$ cat config.mk
export PLATFORM = sky130hd
export DESIGN_NAME = gkl_ctrl
export DESIGN_NICKNAME = d
export VERILOG_FILES = /design/src/hdl/gkl_pkg.sv /design/src/hdl/gkl_ctrl.sv
export SDC_FILE = /design/constraint.sdc
export NUM_CORES = 1
export LEC_CHECK = 0
export ABC_AREA = 1
export BUFFER_PORTS_ARGS = -buffer_cell sky130_fd_sc_hd__buf_2
export CAP_MARGIN = 20
export CORE_AREA = 2 2 39 41
export CTS_BUF_LIST = sky130_fd_sc_hd__clkbuf_4 sky130_fd_sc_hd__clkbuf_8 sky130_fd_sc_hd__clkbuf_16
export DETAILED_ROUTE_END_ITERATION = 8
export DIE_AREA = 0 0 41 43
export GPL_ROUTABILITY_DRIVEN = 0
export SETUP_SLACK_MARGIN = 0.15
export SLEW_MARGIN = 20
export SYNTH_ARGS = -nofsm -noshare
export SYNTH_HDL_FRONTEND = slang
export SYNTH_SLANG_ARGS = --single-unit
export TNS_END_PERCENT = 100
$ cat constraint.sdc
create_clock -name clk -period 2.84 [get_ports clk]
set_clock_uncertainty 0.2 [all_clocks]
set_input_delay 0.142 -clock clk [delete_from_list [all_inputs] [get_ports clk]]
set_output_delay 0.142 -clock clk [all_outputs]
set_load 0.05 [all_outputs]
$ cat src/hdl/gkl_pkg.sv
// Package for the Gaussian KL loss/gradient block: widths, constants, commands.
// No dependencies.
package gkl_pkg;
  localparam int unsigned InW   = 16;
  localparam int unsigned GradW = 32;
  localparam int unsigned LossW = 48;
  localparam int unsigned IbW   = 17;
  localparam int unsigned LwW   = 16;

  localparam logic [0:0] CFG_INV_BATCH   = 1'b0;
  localparam logic [0:0] CFG_LOSS_WEIGHT = 1'b1;

  localparam logic [16:0] LOG2E_Q16 = 17'd94548;
  localparam logic [16:0] ONE_Q16   = 17'd65536;

  // Datapath step commands
  typedef struct packed {
    logic load;    // capture inputs, clamp, start exp
    logic step;    // advance one datapath stage
    logic [2:0] phase;
  } gkl_cmd_t;
endpackage

$ cat src/hdl/gkl_ctrl.sv
// Controller: accepts a request, sequences datapath phases, holds the result.
// Depends on gkl_pkg.
module gkl_ctrl (
  input  logic              clk,
  input  logic              rst_n,
  input  logic              in_valid,
  output logic              in_ready,
  output logic              out_valid,
  input  logic              out_ready,
  output gkl_pkg::gkl_cmd_t cmd
);
  localparam logic [1:0] ST_IDLE = 2'd0;
  localparam logic [1:0] ST_RUN  = 2'd1;
  localparam logic [1:0] ST_OUT  = 2'd2;

  logic [1:0] state_r, state_nxt;
  logic [2:0] ph_r, ph_nxt;

  assign in_ready  = (state_r == ST_IDLE);
  assign out_valid = (state_r == ST_OUT);
  assign cmd.load  = in_valid && in_ready;
  assign cmd.step  = (state_r == ST_RUN);
  assign cmd.phase = ph_r;

  always_comb begin
    state_nxt = state_r;
    ph_nxt    = ph_r;
    unique case (state_r)
      ST_IDLE: if (in_valid) begin state_nxt = ST_RUN; ph_nxt = '0; end
      ST_RUN: begin
        ph_nxt = ph_r + 3'd1;
        if (ph_r == 3'd6) state_nxt = ST_OUT;
      end
      ST_OUT: if (out_ready) state_nxt = ST_IDLE;
      default: state_nxt = ST_IDLE;
    endcase
  end

  always_ff @(posedge clk) begin
    if (!rst_n) begin
      state_r <= ST_IDLE;
      ph_r    <= '0;
    end else begin
      state_r <= state_nxt;
      ph_r    <= ph_nxt;
    end
  end
endmodule

; Word level (Yosys, flattened, before mapping)
; Cells that the tools add are included.
[word_totals]
regBits = 5
inputBits = 4
output_inout_bits = 7
elab_cells = 20
[op_classes]
addsub = 1
eq_ne = 6
muxes = 6
n_reduce_logical = 5
[op_table]
columns = cell, n
row1 = $mux 2, 3
row2 = $pmux 2 s3, 1
row3 = $pmux 3 s2, 1
row4 = $ne 2x1->1 const B, 2
row5 = $add 3x1->3 const B, 1
row6 = $eq 3x3->1 const B, 1
row7 = $mux 3, 1
row8 = $reduce_and 3->1, 1
row9 = $eq 2x1->1 const B, 1
row10 = $eq 2x2->1 const B, 1
row11 = $logic_not 2->1, 1
row12 = $ne 2x2->1 const B, 1
row13 = $reduce_and 2->1, 1
row14 = $reduce_bool 2->1, 1
row15 = $logic_and 1x1->1, 1

; Depth between registers and ports, before layout
; Gate-level depths: netlist of run 1.
[depth]
ltp_word = 3
depth_mapped = 6
depth_no_buf = 6

; Worst setup path before layout of run 1
; OpenSTA, ideal clock, no wires.
[synth_timing]
path_kind = flip-flop to output port
from = reg state_r[0]
to = out cmd[4] (netlist name)
arrival_time_ps = 1576
required_time_ps = 2498
slack_ps = 922
path_stages_with_launch = 4
path_buffers = 0
path_cell_list = dfxtp_1 -> nor2_1 -> nand2_1 -> inv_1
[synth_rtl]
columns = item, line
row1 = "start, declared", gkl_ctrl.sv:16  ; logic [1:0] state_r, state_nxt;
row2 = "start signal, assigned", gkl_ctrl.sv:44  ; state_r <= state_nxt;
row3 = "end, declared", gkl_ctrl.sv:10  ; output gkl_pkg::gkl_cmd_t cmd

; Worst setup path after layout of run 1
[layout_timing]
from = reg state_r[0]
to = reg state_r[1]
[layout_between]
elab_chain_len = 3
elab_cells_between_ends = 8
classes_between = 5 x eq/ne / 1 x mux / 2 x reduce/logical
[layout_lines]
columns = item, line
row1 = "$eq 2x1->1, or another cell as far along", gkl_ctrl.sv:28  ; unique case (state_r)
row2 = $ne 2x1->1 (no line) / $ne 2x2->1 (equally long branches), -
row3 = $reduce_and 3->1 (no line), -
; Parallel ways exist; a longest one is shown, timed or not.
; A chain may end at the register's enable or synchronous reset.

==> results of run 1 <==
[power breakdown]
| group | switching (W) | total, W | internal, W |
|---|---|---|---|
| combinational | 0.0000325 | 0.0000448 | 0.0000123 |
| sequential | 0.00000359 | 0.0000771 | 0.0000736 |
| clock | 0.0000305 | 0.0000932 | 0.0000627 |
[worst max path at each step]
stage	startpoint	end	slack, ps	cells past startpoint
floorplan	state_r[0]$_SDFFE_PN0P_	cmd[4]	920	3
global route	state_r[0]$_SDFFE_PN0P_	state_r[1]$_SDFFE_PN0P_	1070	5
CTS	ph_r[0]$_SDFFE_PN0P_	state_r[1]$_SDFFE_PN0P_	1180	5
detailed placement	state_r[0]$_SDFFE_PN0P_	cmd[3]	1600	3
finish	state_r[0]$_SDFFE_PN0P_	state_r[1]$_SDFFE_PN0P_	1170	5
global placement	state_r[0]$_SDFFE_PN0P_	cmd[4]	1600	4
[logic make-up (layout without fill, tap and decap cells)]
kind of cell,count (synthesis),count (layout)
flip-flops,5,5
adder cells (fa/ha/maj),2,2
AO/OA/AOI/OAI,5,5
AND/OR/NAND/NOR,17,17
buffers and inverters,9,26
[synth_stat cells]
cell type and instances:
ha_1 2, nor2_1 4, o21ai_1 2, nand3_1 2
nand2_1 7, dfxtp_1 5, inv_2 2, nand4_1 1
nor2_4 1, a21oi_1 2, nand2_2 1, nor2_2 1
a21oi_2 1, inv_1 7
[worst max-delay path, cell delays in order, from the launching register on]
cell and delay (ps):
dfxtp_1 410, inv_2 60, nor2_4 160, nand3_1 110, a21oi_2 120, dlygate4sd3_1 550
[stage by stage]
stage	instance area [um^2]	power, W
after CTS	399	0.000219
final	399	0.000215
after detailed placement	339	0.000121
after floorplan	269	0.000111
after global placement	339	0.000121
after global routing	399	0.000228
[state kept, by name (all words and copies together) (netlist names)]
signal / cells
state_r: 2
ph_r: 3
[area by class of cell]
cell class	instances	area (um^2)
inverter	9	33.8
timing repair buffer	13	80.1
sequential	5	100
fill	152	985
clock buffer	4	30.0
tap	16	20.0
multi-input combinational	24	135
[placed cells by master (no fill, tap or decap), drive strengths merged]
cell         netlist  final
a21oi              3      3
buf                0     10
clkbuf             0      4
dfxtp              5      5
dlygate4sd3        0      3
ha                 2      2
inv                9      9
nand2              8      8
nand3              2      2
nand4              1      1
nor2               6      6
o21ai              2      2
[metal layers]
| metal | vias up | GRT usage |
|---|---|---|
| met4 | 0 | 0.0600 |
| met2 | 8 | 0.131 |
| li1 | 150 | - |
| met5 | - | 0 |
| met1 | 129 | 0.0903 |
| met3 | 0 | 0.0471 |
==> impl_metrics.ini, run 1 <==
[grt]
antenna_found_initial = 0
first_global_vias = 263
grt_overflow_total = 0
grt_pass1_wl_um = 1000
grt_max_degree = 7
grt_usage = 0.0884

[route]
finalWirelength_um = 623
drt-pass1-iter-count = 2
met1_length_um = 264
drt_iter0_drc = 2
vias = 287
drtAntennaViolNets = 0
remaining_drc_errors = 0
wl_met3_um = 51
vias_per_cell = 4.04
wl_met2_um = 306
wire_per_inst_um = 8.77
route.top_layer_used = met3

[clock_network]
h-tree-depth = 1
clk_pin_slew_ps = 50
tritoncts = yes
cts_root_buf = clkbuf_4
clock_sinks = 5
post_cts_buffers = 0
postCtsHoldBufs = 3
cts_resized = 0
insertion_delay_ps = 240
cts.path.max_buffers = 2
cts_buffers = 3

[cells_and_area]
drive_gt1_frac = 0.364
fin_nets = 62
final_util = 0.288
antenna_cells = 0
fin_cells = 71
area_growth_pct = 48.4

[timing]
hold_ws_ps = 25.2
worst_slew_pin_slew_ps = 249
slew_violations = 0
slew_headroom = 0.835
rsz0062_at_grt = false
period_share = 0.587
period_needed_ps = 1670
setup_ws_ps = 1170
setup_viol = 0
hold_violations = 0
clock.fmax_ghz = 0.599
setup_tns_ps = 0

[synth]
muxShareOfSynthArea = 0
synth_compound_area_frac = 0.107
synth_cell_types = 14
synth_cells = 38
yosysTopAreaCell = dfxtp_1
syn_nets = 44
synthXorXnorAreaFrac = 0
syn_area_um2 = 269
ys_seq_area_frac = 0.372
ys_ff_latch = 5
synthTopCellsByArea = dfxtp_1 (37%), inv_1 (9.8%), nand2_1 (9.8%)
yosys_warnings = 0
synth_fa_ha_area_frac = 0.0930
avgSynthCellArea_um2 = 7.08
synth_top_area_frac = 0.372
synth_top_family_by_area = simple AND/OR/NAND/NOR gates
yosys.area_share.simple = 0.302

[worst_setup_path]
critPathLaunchType = flip-flop
cp.arrival_ps = 1650
worst_r2r_path_depth = 5
rrSetupSlack_ps = 1170
end_kind = flip-flop
critPathMaxFanout = 6
critPathRequiredTime_ps = 2830
worstReg2RegEnd = state_r[1]$_SDFFE_PN0P_
r2r-start = state_r[0]$_SDFFE_PN0P_
worstSetupPathType = flip-flop to flip-flop

[job]
cap_viol_max_count = 0

[die]
coreArea_um2 = 1380
dieArea_um2 = 1760
start_util = 0.194
io_pins = 11
die_w_um = 41
rows = 14
die_y_um = 43

[power_and_ir_drop]
ir_drop_v = 0.000127
power.leakage_nw = 0.209
cellPowerDensity_nw_per_um2 = 539

[outcome]
status = completed

[placement]
place_hpwl_um = 471
port_buffers = 10
place_inst = 64
preCtsSetupSlack_ps = 1600

[hold_path]
holdPathStages = 3
min_path_type = primary input to flip-flop
worst_hold_path.endpoint = state_r[0]$_SDFFE_PN0P_
min_from = in_valid
Power figures use the tool's default switching activity.
==> run 2, diff against run 1 <==
- clock period: 2.84 -> 1.8 ns (I/O delays scaled with it)
==> run 2 against run 1 <==
Effect of this change: via count grew 2.1%; sequential cell count is the same; global-route usage shrank 0.30 points; worst setup slack lost 980 ps; combinational power grew 70%; non-clock buffer count grew 1; sequential power grew 60%; register-to-register slack lost 920 ps; critical endpoint is now ph_r[0]$_SDFFE_PN0P_; largest power group unchanged.
==> impl_metrics.ini, run 2 (same netlist as run 1, synthesis figures left out) <==
[clock_network]
cts.path.max_buffers = 2
cts_root_buf = clkbuf_4
insertion_delay_ps = 240
tritoncts = yes
clock_sinks = 5
clk_pin_slew_ps = 50
cts_buffers = 3
h-tree-depth = 1

[route]
drt_iter0_drc = 8
drt-pass1-iter-count = 3
drtAntennaViolNets = 0
remaining_drc_errors = 0
vias = 293
finalWirelength_um = 603
vias_per_cell = 4.07
wire_per_inst_um = 8.38

[cells_and_area]
regMostFlops = ph_r
stdcell_area_um2 = 419
antenna_cells = 0
reg.largest.list = ph_r x3, state_r x2
fin_nets = 63
drive_gt1_frac = 0.429
final_cell_mix = buf_2 (10), nand2_1 (7), inv_1 (7)
final_common_cell = buf_2
largest_reg_flops = 3
area_growth_pct = 55.8
final_util = 0.303

[timing]
setup_tns_ps = 0
slew_violations = 0
hold_violations = 0
slew_headroom = 0.836
setup_viol = 0
clock.fmax_ghz = 0.623
period_share = 0.892
rsz0062_at_grt = false
period_needed_ps = 1610
worst_slew_pin_slew_ps = 248

[power_and_ir_drop]
cellPowerDensity_nw_per_um2 = 827
ir_drop_v = 0.000341
power.leakage_nw = 0.214

[hold_path]
min_path_type = flip-flop to flip-flop

[worst_setup_path]
critical_path.max_stage_delay_ps = 550
critPathSlowestCell = dlygate4sd3_1
critPathTopFamily = buffers and inverters
critPathRequiredTime_ps = 1780
crit_buf_inv = 3
cp.arrival_ps = 1590
critPathLaunchType = primary input
end_kind = flip-flop
worstSetupPathType = primary input to flip-flop
critPathMaxFanout = 2
cp_cell_sequence = dlygate4sd3_1, buf_2, o21ai_2, nor2_1, nor2_1, dlygate4sd3_1

[grt]
grt_usage = 0.0854
grt_max_degree = 7
antenna_found_initial = 0
grt_pass1_wl_um = 952
first_global_vias = 276
grt_overflow_total = 0

[placement]
dpl_cell_area_um2 = 344
place_hpwl_um = 427
port_buffers = 10

[job]
cap_viol_max_count = 0

[die]
coreArea_um2 = 1380
rows = 14
dieArea_um2 = 1760
die_w_um = 41
io_pins = 11
die_y_um = 43
start_util = 0.194

[outcome]
status = completed
[run 2: cell count changes in the layout (fill, tap and decap cells not counted), sizes merged]
cell	delta
dlygate4sd3	+1
[run 2: power by group]
group / switching (W) / leakage (nW) / internal (W)
Sequential: 0.00000650 / 0.0411 / 0.000116
Combinational: 0.0000516 / 0.154 / 0.0000244
Clock: 0.0000487 / 0.0184 / 0.0000990
Total: 0.000107 / 0.214 / 0.000240
[run 2: stage by stage]
step	worst slack, ps	power [W]	hold slack [ps]	std cells
detailed placement	598	0.000191	170	64
CTS	193	0.000351	313	72
global placement	557	0.000191	164	64
finish	194	0.000347	308	72
global route	141	0.000368	352	72
floorplan	191	0.000176	28.9	38
[run 2: cell type report]
type / instances / area, um^2
clock buffers: 4 / 30.0
well taps: 16 / 20.0
flip-flops and latches: 5 / 101
repair buffers: 14 / 90.1
inverters: 9 / 33.8
multi-input cells: 24 / 144
fillers: 152 / 965
[run 2: path summary, 6_finish.rpt]
check / endpoint / from / slack, ps / cells after the start
max: ph_r[0]$_SDFFE_PN0P_ / in_valid / 190 / 6
min: ph_r[1]$_SDFFE_PN0P_ / ph_r[1]$_SDFFE_PN0P_ / 310 / 2
max reg2reg: ph_r[0]$_SDFFE_PN0P_ / state_r[0]$_SDFFE_PN0P_ / 250 / 5
min reg2reg: ph_r[1]$_SDFFE_PN0P_ / ph_r[1]$_SDFFE_PN0P_ / 310 / 2
[run 2: worst reg2reg max path, cell delays in order, from the launching register on]
cell and delay, ps:
dfxtp_2 380, inv_2 60, nor2_4 140, o21ai_1 80
nor2_1 80, dlygate4sd3_1 550
[run 2: per-layer routing]
layer,global-route usage,share of wire,wire [um],up-vias
met5,0,0,0,-
met4,0.0800,0,0,0
met3,0.0471,0.063,38,0
met2,0.116,0.49,295,7
met1,0.0871,0.45,269,135
li1,-,-,-,151
[run 2: timing repair]
item / CTS / global route
hold buffers: 4 / 0
endpoints found under the hold margin: 5 / 0
setup buffers: 0 / 0
gates resized for setup: 0 / 2
setup endpoints to repair: 0 / 1
==> run 3, diff against run 2 <==
- MAX_ROUTING_LAYER: unset -> met4
==> run 3 against run 2 <==
Effect of this change: maximum frequency hardly changed; cell count unchanged; core utilization unchanged.
==> impl_metrics.ini, run 3 (same netlist as run 1, synthesis figures left out) <==
[outcome]
status = completed

[clock_network]
h-tree-depth = 1
cts_root_buf = clkbuf_4
insertion_delay_ps = 240
tritoncts = yes
clock_sinks = 5
cts.path.max_buffers = 2
clk_pin_slew_ps = 50
cts_buffers = 3

[timing]
slew_violations = 0
rsz0062_at_grt = false
period_share = 0.893
period_needed_ps = 1610
hold_ws_ps = 308
slew_headroom = 0.836
clock.fmax_ghz = 0.622
setup_viol = 0
hold_violations = 0
setup_tns_ps = 0
worst_slew_pin_slew_ps = 248

[power_and_ir_drop]
pwr-share-seq = 0.355
comb_power_share = 0.219
power_frac_clock = 0.426
switching_share = 0.308
p_sw_w = 0.000107
p_int_w = 0.000240
cellPowerDensity_nw_per_um2 = 827
ir_drop_v = 0.000341
p_total_w = 0.000347
power.leakage_nw = 0.214

[cells_and_area]
area_growth_pct = 55.8
antenna_cells = 0
regMostFlops = ph_r
fin_nets = 63
reg.largest.list = ph_r x3, state_r x2
drive_gt1_frac = 0.429
final_cell_mix = buf_2 (10), nand2_1 (7), inv_1 (7)
largest_reg_flops = 3
final_common_cell = buf_2

[die]
rows = 14
io_pins = 11
dieArea_um2 = 1760
die_w_um = 41
coreArea_um2 = 1380
start_util = 0.194
die_y_um = 43

[worst_setup_path]
critPathRequiredTime_ps = 1780
critPathTopFamily = buffers and inverters
critPathMaxFanout = 2
worstSetupPathType = primary input to flip-flop
critPathSlowestCell = dlygate4sd3_1
crit_buf_inv = 3
critical_path.max_stage_delay_ps = 550
cp_cell_sequence = dlygate4sd3_1, buf_2, o21ai_2, nor2_1, nor2_1, dlygate4sd3_1
critPathLaunchType = primary input
end_kind = flip-flop
cp.arrival_ps = 1590

[grt]
first_global_vias = 273
grt_max_degree = 7
grt_pass1_wl_um = 952
grt_usage = 0.0875
antenna_found_initial = 0
grt_overflow_total = 0

[placement]
place_hpwl_um = 427
port_buffers = 10

[route]
remaining_drc_errors = 0
drt_iter0_drc = 8
wire_per_inst_um = 8.38
drt-pass1-iter-count = 3
finalWirelength_um = 603
vias_per_cell = 4.10
vias = 295
drtAntennaViolNets = 0

[hold_path]
min_path_type = flip-flop to flip-flop

[job]
cap_viol_max_count = 0
run 3: cell counts in the layout (fill, tap and decap cells not counted):
No cell type changed its count.
run 3: worst paths after layout:
path	from	end	slack [ps]	depth (start not counted)
worst max-delay path	in_valid	ph_r[0]$_SDFFE_PN0P_	190	6
worst min-delay path	ph_r[1]$_SDFFE_PN0P_	ph_r[1]$_SDFFE_PN0P_	310	2
worst max register to register	state_r[0]$_SDFFE_PN0P_	ph_r[0]$_SDFFE_PN0P_	250	5
worst min register to register	ph_r[1]$_SDFFE_PN0P_	ph_r[1]$_SDFFE_PN0P_	310	2
run 3: power by group through the flow:
stage	sequential, W	combinational (W)	clock [W]
final	0.000123	0.0000760	0.000148
after global routing	0.000124	0.0000822	0.000163
after global placement	0.000124	0.0000672	0
after detailed placement	0.000124	0.0000672	0
after floorplan	0.000134	0.0000418	0
after CTS	0.000122	0.0000753	0.000154
run 3: worst reg2reg max path, cell delays in order (launching register included):
cell and delay, ps:
dfxtp_2 380, inv_2 60, nor2_4 140, o21ai_1 80, nor2_1 80, dlygate4sd3_1 550
run 3: cell type report:
type	count	area, um^2
fill	152	965
multi-input combinational	24	144
sequential	5	101
timing repair buffer	14	90.1
inverter	9	33.8
clock buffer	4	30.0
tap	16	20.0
run 3: timing repair:
action / 4_1_cts / 5_1_grt
hold buffers: 4 / 0
buffers inserted: 0 / 0
resized for setup: 0 / 2
endpoints found under the hold margin: 5 / 0
setup endpoints to repair: 0 / 1
run 3: routing by layer:
layer / share of wire / GRT usage / vias to the layer above
met3: 0.063 / 0.0471 / 2
met4: 0.0066 / 0.0800 / 0
met2: 0.48 / 0.116 / 7
met5: 0 / - / -
li1: - / - / 151
met1: 0.45 / 0.0871 / 135
run 3: through the flow:
step                setup slack, ps  instances  utilization  area, um^2
floorplan                       191         38            -         274
global placement                557         64        0.249         344
detailed placement              598         64        0.249         344
CTS                             193         72        0.299         414
global route                    141         72        0.303         419
finish                          193         72        0.303         419
